**config.mk**
```make
export PLATFORM = sky130hd
export DESIGN_NAME = console_line_editor_tokenizer_flat
export DESIGN_NICKNAME = d
export VERILOG_FILES = /design/src/sv/cle_pkg.sv /design/src/sv/cle_if.sv /design/src/sv/cle_ctrl.sv /design/src/sv/cle_dp.sv /design/src/sv/console_line_editor_tokenizer.sv /design/src/flat_wrapper.sv
export SDC_FILE = /design/constraint.sdc
export NUM_CORES = 1
export LEC_CHECK = 0
export ABC_AREA = 1
export BUFFER_PORTS_ARGS = -buffer_cell sky130_fd_sc_hd__clkbuf_2
export CAP_MARGIN = 10
export CORE_ASPECT_RATIO = 1.25
export CORE_MARGIN = 3
export CORE_UTILIZATION = 55
export CTS_CLUSTER_DIAMETER = 200
export DETAILED_ROUTE_END_ITERATION = 10
export PLACE_DENSITY = 0.71
export SLEW_MARGIN = 20
export SYNTH_ARGS = -nofsm -noshare
export SYNTH_HDL_FRONTEND = slang
export SYNTH_SLANG_ARGS = --single-unit
```
**constraint.sdc**
```tcl
create_clock -name clk_i -period 3.1 [get_ports clk_i]
set_input_delay 0.31 -clock clk_i [delete_from_list [all_inputs] [get_ports clk_i]]
set_output_delay 0.31 -clock clk_i [all_outputs]
set_load 0.02 [all_outputs]
```
**src/sv/cle_pkg.sv**
```systemverilog
// ----------------------------------------------------------------------------
// cle_pkg
// Types, character codes and command/status bundles of the line editor.
// ----------------------------------------------------------------------------
package cle_pkg;

  localparam logic [7:0] CH_CR    = 8'h0D;
  localparam logic [7:0] CH_LF    = 8'h0A;
  localparam logic [7:0] CH_BS    = 8'h08;
  localparam logic [7:0] CH_ESC   = 8'h1B;
  localparam logic [7:0] CH_SPACE = 8'h20;
  localparam logic [7:0] CH_TAB   = 8'h09;
  localparam logic [7:0] CH_PROMPT = 8'h3E;

  localparam logic [1:0] KIND_ECHO = 2'd0;
  localparam logic [1:0] KIND_ARG  = 2'd1;
  localparam logic [1:0] KIND_LINE = 2'd2;

  localparam logic [2:0] ERASE_LAST = 3'd6;

  typedef enum logic [2:0] {
    DP_NONE,
    DP_STORE,
    DP_BACK,
    DP_ECHO,
    DP_START,
    DP_SCAN,
    DP_REC
  } dp_op_e;

  typedef struct packed {
    dp_op_e     op;
    logic [7:0] ch;
    logic       last;
  } dp_cmd_t;

  typedef struct packed {
    logic slot_free;
    logic cur_zero;
    logic cur_full;
    logic scan_done;
  } dp_sts_t;

  // erase sequence: ESC [ D space ESC [ D
  function automatic logic [7:0] erase_byte(input logic [2:0] idx);
    logic [7:0] b;
    case (idx)
      3'd0, 3'd4: b = CH_ESC;
      3'd1, 3'd5: b = 8'h5B;
      3'd2, 3'd6: b = 8'h44;
      3'd3:       b = CH_SPACE;
      default:    b = CH_SPACE;
    endcase
    return b;
  endfunction

endpackage

```
**src/sv/cle_if.sv**
```systemverilog
// ----------------------------------------------------------------------------
// cle_if
// Valid/ready channels of the line editor: received bytes in, results out.
// ----------------------------------------------------------------------------
interface cle_in_if;
  logic       valid;
  logic       ready;
  logic [7:0] rx_byte;

  modport source (output valid, output rx_byte, input ready);
  modport sink   (input valid, input rx_byte, output ready);
endinterface

interface cle_out_if;
  logic       valid;
  logic       ready;
  logic [1:0] kind;
  logic [7:0] data_byte;
  logic [2:0] arg_number;
  logic       arg_end;
  logic [3:0] arg_count;
  logic       last;

  modport source (output valid, output kind, output data_byte, output arg_number,
                  output arg_end, output arg_count, output last, input ready);
  modport sink   (input valid, input kind, input data_byte, input arg_number,
                  input arg_end, input arg_count, input last, output ready);
endinterface

```
**src/sv/cle_ctrl.sv**
```systemverilog
// ----------------------------------------------------------------------------
// cle_ctrl
// Sequencer: classifies received bytes and steps echo, scan and prompt phases.
// ----------------------------------------------------------------------------
module cle_ctrl (
  input  logic              clk_i,
  input  logic              rst_ni,
  input  logic              in_valid_i,
  input  logic [7:0]        rx_byte_i,
  output logic              in_ready_o,
  input  cle_pkg::dp_sts_t  sts_i,
  output cle_pkg::dp_cmd_t  cmd_o
);

  localparam logic [2:0] ST_IDLE  = 3'd0;
  localparam logic [2:0] ST_ERASE = 3'd1;
  localparam logic [2:0] ST_LF    = 3'd2;
  localparam logic [2:0] ST_SCAN  = 3'd3;
  localparam logic [2:0] ST_REC   = 3'd4;
  localparam logic [2:0] ST_PR0   = 3'd5;
  localparam logic [2:0] ST_PR1   = 3'd6;

  logic [2:0] state_q, state_d;
  logic [2:0] idx_q, idx_d;
  logic       accept;

  assign in_ready_o = (state_q == ST_IDLE) && sts_i.slot_free;
  assign accept     = in_valid_i && in_ready_o;

  always_comb begin
    state_d     = state_q;
    idx_d       = idx_q;
    cmd_o.op    = cle_pkg::DP_NONE;
    cmd_o.ch    = 8'h00;
    cmd_o.last  = 1'b0;
    unique case (state_q)
      ST_IDLE: begin
        if (accept) begin
          case (rx_byte_i) inside
            cle_pkg::CH_CR, cle_pkg::CH_LF: begin
              cmd_o.op = cle_pkg::DP_START;
              cmd_o.ch = cle_pkg::CH_CR;
              state_d  = ST_LF;
            end
            cle_pkg::CH_ESC: begin
            end
            cle_pkg::CH_BS: begin
              if (!sts_i.cur_zero) begin
                cmd_o.op = cle_pkg::DP_BACK;
                cmd_o.ch = cle_pkg::erase_byte(3'd0);
                idx_d    = 3'd1;
                state_d  = ST_ERASE;
              end
            end
            default: begin
              if (!sts_i.cur_full) begin
                cmd_o.op = cle_pkg::DP_STORE;
              end
            end
          endcase
        end
      end
      ST_ERASE: begin
        if (sts_i.slot_free) begin
          cmd_o.op   = cle_pkg::DP_ECHO;
          cmd_o.ch   = cle_pkg::erase_byte(idx_q);
          cmd_o.last = (idx_q == cle_pkg::ERASE_LAST);
          idx_d      = idx_q + 3'd1;
          if (idx_q == cle_pkg::ERASE_LAST) begin
            state_d = ST_IDLE;
          end
        end
      end
      ST_LF: begin
        if (sts_i.slot_free) begin
          cmd_o.op = cle_pkg::DP_ECHO;
          cmd_o.ch = cle_pkg::CH_LF;
          state_d  = ST_SCAN;
        end
      end
      ST_SCAN: begin
        cmd_o.op = cle_pkg::DP_SCAN;
        if (sts_i.scan_done) begin
          state_d = ST_REC;
        end
      end
      ST_REC: begin
        if (sts_i.slot_free) begin
          cmd_o.op = cle_pkg::DP_REC;
          state_d  = ST_PR0;
        end
      end
      ST_PR0: begin
        if (sts_i.slot_free) begin
          cmd_o.op = cle_pkg::DP_ECHO;
          cmd_o.ch = cle_pkg::CH_PROMPT;
          state_d  = ST_PR1;
        end
      end
      ST_PR1: begin
        if (sts_i.slot_free) begin
          cmd_o.op   = cle_pkg::DP_ECHO;
          cmd_o.ch   = cle_pkg::CH_SPACE;
          cmd_o.last = 1'b1;
          state_d    = ST_IDLE;
        end
      end
      default: begin
        state_d = ST_IDLE;
      end
    endcase
  end

  always_ff @(posedge clk_i or negedge rst_ni) begin
    if (!rst_ni) begin
      state_q <= ST_IDLE;
      idx_q   <= 3'd0;
    end else begin
      state_q <= state_d;
      idx_q   <= idx_d;
    end
  end

endmodule

```
**src/sv/cle_dp.sv**
```systemverilog
// ----------------------------------------------------------------------------
// cle_dp
// Datapath: line memory, cursor, argument scanner and result register.
// ----------------------------------------------------------------------------
module cle_dp #(
  parameter int unsigned LINE_BYTES = 32,
  parameter int unsigned MAX_ARGS   = 8
) (
  input  logic              clk_i,
  input  logic              rst_ni,
  input  cle_pkg::dp_cmd_t  cmd_i,
  input  logic [7:0]        rx_byte_i,
  output cle_pkg::dp_sts_t  sts_o,
  cle_out_if.source         out_o
);

  localparam int unsigned CW    = $clog2(LINE_BYTES);
  localparam int unsigned CNT_W = $clog2(MAX_ARGS + 1);

  logic [7:0]       mem_q [LINE_BYTES];
  logic [7:0]       rd_data_q;
  logic [CW-1:0]    cursor_q, cursor_d;
  logic [CW-1:0]    pos_q, pos_d;
  logic             pend_v_q, pend_v_d;
  logic [7:0]       pend_c_q, pend_c_d;
  logic [CNT_W-1:0] cnt_q, cnt_d;
  logic [CNT_W-1:0] cnt_inc;
  logic [31:0]      cnt_ext;

  logic             out_valid_q;
  logic [1:0]       kind_q, kind_d;
  logic [7:0]       data_q, data_d;
  logic [2:0]       num_q, num_d;
  logic             end_q, end_d;
  logic [3:0]       count_q, count_d;
  logic             last_q, last_d;

  logic             emit, wr_en, slot_free, at_end, sep, cnt_hit;
  logic [7:0]       wr_data;

  assign slot_free = !out_valid_q || out_o.ready;
  assign at_end    = (pos_q == cursor_q);
  assign sep       = (rd_data_q == 8'h00);
  assign cnt_inc   = cnt_q + CNT_W'(1);
  assign cnt_hit   = (cnt_inc == CNT_W'(MAX_ARGS));
  assign cnt_ext   = 32'(cnt_q);
  assign wr_data   = ((rx_byte_i == cle_pkg::CH_TAB) || (rx_byte_i == cle_pkg::CH_SPACE))
                     ? 8'h00 : rx_byte_i;

  assign sts_o.slot_free = slot_free;
  assign sts_o.cur_zero  = (cursor_q == '0);
  assign sts_o.cur_full  = (cursor_q == CW'(LINE_BYTES - 1));
  assign sts_o.scan_done = at_end ? (!pend_v_q || slot_free)
                                  : (pend_v_q && sep && slot_free && cnt_hit);

  always_comb begin
    emit     = 1'b0;
    wr_en    = 1'b0;
    cursor_d = cursor_q;
    pos_d    = pos_q;
    pend_v_d = pend_v_q;
    pend_c_d = pend_c_q;
    cnt_d    = cnt_q;
    kind_d   = cle_pkg::KIND_ECHO;
    data_d   = cmd_i.ch;
    num_d    = 3'd0;
    end_d    = 1'b0;
    count_d  = 4'd0;
    last_d   = cmd_i.last;
    unique case (cmd_i.op)
      cle_pkg::DP_NONE: begin
      end
      cle_pkg::DP_STORE: begin
        emit     = 1'b1;
        data_d   = rx_byte_i;
        last_d   = 1'b1;
        wr_en    = 1'b1;
        cursor_d = cursor_q + CW'(1);
      end
      cle_pkg::DP_BACK: begin
        emit     = 1'b1;
        cursor_d = cursor_q - CW'(1);
      end
      cle_pkg::DP_ECHO: begin
        emit = 1'b1;
      end
      cle_pkg::DP_START: begin
        emit     = 1'b1;
        pos_d    = '0;
        pend_v_d = 1'b0;
        cnt_d    = '0;
      end
      cle_pkg::DP_SCAN: begin
        kind_d = cle_pkg::KIND_ARG;
        data_d = pend_c_q;
        num_d  = cnt_ext[2:0];
        last_d = 1'b0;
        if (at_end) begin
          if (pend_v_q && slot_free) begin
            emit     = 1'b1;
            end_d    = 1'b1;
            cnt_d    = cnt_inc;
            pend_v_d = 1'b0;
          end
        end else if (pend_v_q) begin
          if (slot_free) begin
            emit  = 1'b1;
            end_d = sep;
            pos_d = pos_q + CW'(1);
            if (sep) begin
              pend_v_d = 1'b0;
              cnt_d    = cnt_inc;
            end else begin
              pend_c_d = rd_data_q;
            end
          end
        end else begin
          pos_d = pos_q + CW'(1);
          if (!sep) begin
            pend_v_d = 1'b1;
            pend_c_d = rd_data_q;
          end
        end
      end
      cle_pkg::DP_REC: begin
        emit     = 1'b1;
        kind_d   = cle_pkg::KIND_LINE;
        data_d   = 8'h00;
        count_d  = cnt_ext[3:0];
        last_d   = 1'b0;
        cursor_d = '0;
      end
      default: begin
      end
    endcase
  end

  // line memory: one write port, one registered read port following the scan
  always_ff @(posedge clk_i) begin
    if (wr_en) begin
      mem_q[cursor_q] <= wr_data;
    end
    rd_data_q <= mem_q[pos_d];
  end

  always_ff @(posedge clk_i or negedge rst_ni) begin
    if (!rst_ni) begin
      cursor_q    <= '0;
      pos_q       <= '0;
      pend_v_q    <= 1'b0;
      cnt_q       <= '0;
      out_valid_q <= 1'b0;
    end else begin
      cursor_q <= cursor_d;
      pos_q    <= pos_d;
      pend_v_q <= pend_v_d;
      cnt_q    <= cnt_d;
      if (emit) begin
        out_valid_q <= 1'b1;
      end else if (out_o.ready) begin
        out_valid_q <= 1'b0;
      end
    end
  end

  always_ff @(posedge clk_i) begin
    pend_c_q <= pend_c_d;
    if (emit) begin
      kind_q  <= kind_d;
      data_q  <= data_d;
      num_q   <= num_d;
      end_q   <= end_d;
      count_q <= count_d;
      last_q  <= last_d;
    end
  end

  assign out_o.valid      = out_valid_q;
  assign out_o.kind       = kind_q;
  assign out_o.data_byte  = data_q;
  assign out_o.arg_number = num_q;
  assign out_o.arg_end    = end_q;
  assign out_o.arg_count  = count_q;
  assign out_o.last       = last_q;

endmodule

```
**src/sv/console_line_editor_tokenizer.sv**
```systemverilog
// The first result of a byte is in the output register in the cycle after the beat.
// A new byte is taken only while idle with a free output slot; a backspace sends
//   a seven-byte erase sequence, and the line-end scan does one line-memory read
//   per cycle while its output is not stalled.
// Reset: cursor and counters cleared, no prompt sent, line memory not cleared.
// ----------------------------------------------------------------------------
// console_line_editor_tokenizer
// Console line editor: echo, backspace erase and argument splitting at line end.
// ----------------------------------------------------------------------------
module console_line_editor_tokenizer #(
  parameter int unsigned LINE_BYTES = 32,
  parameter int unsigned MAX_ARGS   = 8
) (
  input  logic     clk_i,
  input  logic     rst_ni,
  cle_in_if.sink   in_i,
  cle_out_if.source out_o
);

  cle_pkg::dp_cmd_t cmd;
  cle_pkg::dp_sts_t sts;
  logic             in_ready;

  assign in_i.ready = in_ready;

  cle_ctrl u_ctrl (
    .clk_i      (clk_i),
    .rst_ni     (rst_ni),
    .in_valid_i (in_i.valid),
    .rx_byte_i  (in_i.rx_byte),
    .in_ready_o (in_ready),
    .sts_i      (sts),
    .cmd_o      (cmd)
  );

  cle_dp #(
    .LINE_BYTES (LINE_BYTES),
    .MAX_ARGS   (MAX_ARGS)
  ) u_dp (
    .clk_i     (clk_i),
    .rst_ni    (rst_ni),
    .cmd_i     (cmd),
    .rx_byte_i (in_i.rx_byte),
    .sts_o     (sts),
    .out_o     (out_o)
  );

endmodule

```
**src/flat_wrapper.sv**
```systemverilog
// flat-port wrapper written by rule: the top's interface ports become plain ports
module console_line_editor_tokenizer_flat 
#(
  parameter int unsigned LINE_BYTES = 32,
  parameter int unsigned MAX_ARGS   = 8
)
  (clk_i, rst_ni, in_i_valid, in_i_rx_byte, in_i_ready, out_o_valid, out_o_kind, out_o_data_byte, out_o_arg_number, out_o_arg_end, out_o_arg_count, out_o_last, out_o_ready);
  cle_in_if in_i_i ();
  cle_out_if out_o_i ();
  input  logic clk_i;
  input  logic rst_ni;
  input wire logic [$bits(in_i_i.valid)-1:0] in_i_valid;
  input wire logic [$bits(in_i_i.rx_byte)-1:0] in_i_rx_byte;
  output wire logic [$bits(in_i_i.ready)-1:0] in_i_ready;
  output wire logic [$bits(out_o_i.valid)-1:0] out_o_valid;
  output wire logic [$bits(out_o_i.kind)-1:0] out_o_kind;
  output wire logic [$bits(out_o_i.data_byte)-1:0] out_o_data_byte;
  output wire logic [$bits(out_o_i.arg_number)-1:0] out_o_arg_number;
  output wire logic [$bits(out_o_i.arg_end)-1:0] out_o_arg_end;
  output wire logic [$bits(out_o_i.arg_count)-1:0] out_o_arg_count;
  output wire logic [$bits(out_o_i.last)-1:0] out_o_last;
  input wire logic [$bits(out_o_i.ready)-1:0] out_o_ready;
  assign in_i_i.valid = in_i_valid;
  assign in_i_i.rx_byte = in_i_rx_byte;
  assign in_i_ready = in_i_i.ready;
  assign out_o_valid = out_o_i.valid;
  assign out_o_kind = out_o_i.kind;
  assign out_o_data_byte = out_o_i.data_byte;
  assign out_o_arg_number = out_o_i.arg_number;
  assign out_o_arg_end = out_o_i.arg_end;
  assign out_o_arg_count = out_o_i.arg_count;
  assign out_o_last = out_o_i.last;
  assign out_o_i.ready = out_o_ready;
  console_line_editor_tokenizer #(.LINE_BYTES(LINE_BYTES), .MAX_ARGS(MAX_ARGS)) u_core (.clk_i(clk_i), .rst_ni(rst_ni), .in_i(in_i_i), .out_o(out_o_i));
endmodule
```
==> impl_results.md <==
- Status: finished, final reports clean
- Largest net degree at the start of global routing: 55
- Post-route ant nets: 0
- Worst-path clk slew: 60 ps
- CP Launch Type: flop
- Synth area leader: edfxtp_1
- Required @ worst endpoint: roughly 3600 ps
- Starting Density: 0.565
- Clk Latency, worst-skew pair: between 500 and 600 ps
- Final cell area excluding filler cells: 17500 um^2
- Cell Area, Synth: roughly 15000 um^2
- Critical Path Start: u_core.u_ctrl.state_q[0]
- Seq/Total Area, Yosys: 0.621
- Clock Tree Root: clkbuf_16
- Distinct cells, synth: between 50 and 60
- Worst Path Class, Setup: flop to flop
- Post-DR wirelength/cell: 20.0 um
- Maximum VDD drop: around 0.47 mV
- TNS Setup: 0 ps
- Sw Pwr: between 5 and 6 mW
- Internal cell power: roughly 9.3 mW
- Final slew viol count: 0
- # port buffers: 32
- CTS H-Tree Depth: 1
- Share of cells above drive strength 1: 0.163
- Global-route wire length before repair: between 50000 and 60000 um
- Final std cells w/o fill: 1925
- P&R area growth vs syn: 17.9%
- Top achievable clock speed: approximately 330 MHz
- DRT iter0 DRCs: between 1000 and 1500
- Placeable core area: between 20000 and 30000 um^2
- Number of global-route vias before repair: between 10000 and 15000
- Hold slack: ~150 ps
- Final setup viols: 0
- Via count: approximately 11000
- FF-to-FF End: u_core.u_dp.rd_data_q[7]
- R2r setup slk: roughly 92 ps
- Total GRT Usage: 0.254
- NumNets Final: approximately 1600
- Comb pwr share: 0.395
- Via/cell ratio: approximately 5.7
- Crit-path max cell delay: 450 ps
- Post-placement cell area: about 16000 um^2
- CP Depth: 19
- Yosys warning count: 0
- Diodes inserted: 0
- TritonCTS Buffers: 31
- Hold Vio Cnt, Final: 0
- Master of the slowest instance on the critical path: dfrtp_2
- Worst-path cell chain: inv_2, ha_4, nand2_2, nor2_4, nand3_1, nor2_1, nand2_1, nand2_4, nand4_4, buf_8, a21oi_4, buf_12, bufbuf_16, nand3_1, nand3_1, nand3_1, nand2_1, nand2_1, nand2_1
- Hold crit path type: input port to flop
- Final Wtd Congestion: between 0.9 and 1
- Syn Inst Count: 1449
- Period utilization: 0.970
- Area fraction of the dominant cell type after synthesis: 0.573
- Yosys reg bits: roughly 310
- Slew @ Worst Pin: between 700 and 800 ps
- Async SR Flop Fraction: 0.0703
- Crit-path max FO: 16
- Leak: around 7.4 nW
- I/O Pins: 33
- Power Density: roughly 850 nW/um^2
- Tot Pwr: roughly 15 mW
- Worst setup slack after layout: 92.4 ps
- Cell row count: 66
- Most frequent cell after synthesis: nand3_1
- CTS Buffer Depth: 3
- Post-synth EDFFs: between 200 and 300
- Final min period: about 3000 ps
- Layout fillers: 1998
- Die area: 29000 um^2
- Placed Cells: about 1800
- Top area cells in the synthesized netlist: edfxtp_1 57%, nand3_1 10%, nand2_1 6.4%, inv_1 5.6%, nand3b_1 4.1%
- Slew headroom: 0.493
- Seq pwr share: 0.361
- Critical Path Sink Type: flop
- Crit path max-delay family: simple AND/OR/NAND/NOR gates
- CTS tree: done
- Die Width: between 150 and 200 um
- FF/Latch Area: between 9000 and 10000 um^2
- Syn avg cell area: roughly 10 um^2
- Most frequent cells after synthesis: 301 x nand3_1, 283 x edfxtp_1, 252 x nand2_1, 223 x inv_1, 80 x nand3b_1
- Chip Height: 190 um
- Reg2Reg Depth: 19
- DP Worst Slack: -36.4 ps
- Multi-input gate area: between 4000 and 5000 um^2
- Clock Skew: 15.6 ps
- DRC: 0
- Clock power share: 0.244
- Synth Flop Type: edfxtp_1
- Hold Path Origin: in_i_rx_byte[3]
- Final core occ: 0.666
- Max-cap violation count: 0
- Sw Ratio: 0.376
- Worst r2r src: u_core.u_ctrl.state_q[0]
- Total gr overflow: 0
- First-pass detailed-route iteration total: 5
- Routed WL: roughly 38000 um
- Setup crit end: u_core.u_dp.rd_data_q[7]
- Post-DP HPWL: 23800 um
- Buffers plus inverters on the worst setup path: 4
- CP arrival: 3530 ps
- Initial antenna violation count: 0
- Sink Count: 313
## power groups by stage
stage / clock network [mW] / registers (mW) / logic, mW
2_1_floorplan: 0 / 5.58 / 3.33
3_3_place_gp: 0 / 5.44 / 5.16
5_1_grt: 3.86 / 5.42 / 6.38
6_report: 3.65 / 5.38 / 5.89
4_1_cts: 3.68 / 5.37 / 5.45
3_5_place_dp: 0 / 5.46 / 5.24
## layout by cell type, fill, tap and decap left out, drive strengths merged, types with 2 or more instances in the layout
cell	Yosys	layout
dfrtp	22	22
dfxtp	8	8
inv	234	235
buf	62	104
bufinv	0	2
nand3	304	304
o211ai	5	5
o221ai	2	2
nand4	6	6
a21oi	8	8
xor2	6	6
nor4	2	2
nor2	84	84
xnor2	6	6
nand2	259	259
nand3b	80	80
a221o	2	2
conb	1	8
o21ai	32	32
nor3	2	2
clkinv	0	11
a22oi	2	2
edfxtp	283	283
a31oi	3	3
clkbuf	11	82
ha	14	14
## worst min-delay path, stage by stage
cell	delay [ps]
clkbuf_2	130
a22oi_1	90
o21ai_0	80
## worst min-delay path by stage
stage / endpoint / cells after the start
2_1_floorplan: u_core.u_ctrl.idx_q[0] / 0
3_3_place_gp: u_core.u_ctrl.state_q[2] / 1
3_5_place_dp: u_core.u_dp.out_o.valid / 1
4_1_cts: u_core.u_dp.out_o.data_byte[3] / 3
5_1_grt: u_core.u_dp.out_o.data_byte[7] / 3
6_report: u_core.u_dp.out_o.data_byte[3] / 3
## cells by family (layout without fill, tap and decap cells)
kind of cell	count (synthesis)	after routing	synth area share
AND/OR/NAND/NOR	739	739	0.242
buffers and inverters	307	436	0.0882
flip-flops	313	313	0.621
XOR/XNOR	12	12	0.00709
adder cells (fa/ha/maj)	15	15	0.0132
other	1	8	0.000253
AO/OA/AOI/OAI	62	62	0.0279
## per-layer routing
layer  routed length, um  up-vias  global-route usage
li1                    -     5098                   -
met1               14700     5255               0.307
met2               19000      469               0.432
met3                3030      113              0.0571
met4                1820        0               0.123
met5                   0        -                   0
## cell type report
class,instances,area share
clock buffers,44,0.0489
clock inverters,14,0.00752
inverters,234,0.0505
multi-input cells,836,0.260
flip-flops and latches,313,0.527
well taps,340,0.0243
repair buffers,144,0.0818
## sequential cells by signal, indices dropped and copies added, names as in the netlist
register	cells
u_core.u_dp.rd_data_q	8
u_core.u_dp.cursor_q	5
u_core.u_dp.pend_v_q	1
u_core.u_dp.cnt_q	4
u_core.u_dp.out_o.kind	2
u_core.u_dp.mem_q	256
u_core.u_dp.out_o.arg_number	3
u_core.u_dp.out_o.arg_end	1
u_core.u_dp.pos_q	5
u_core.u_ctrl.idx_q	3
u_core.u_dp.pend_c_q	8
u_core.u_dp.out_o.data_byte	8
u_core.u_dp.out_o.last	1
u_core.u_ctrl.state_q	3
u_core.u_dp.out_o.valid	1
u_core.u_dp.out_o.arg_count	4
## timing repair
item | 4_1_cts | 5_1_grt
pin swaps | 2 | 8
gates cloned | 2 | 6
setup buffers | 3 | 13
hold buffers | 1 | 0
gates resized for setup | 2 | 52
hold endpoints to repair | 22 | 0
endpoints found under the setup margin | 4 | 47
No activity file was read; power rests on OpenSTA's default activity.
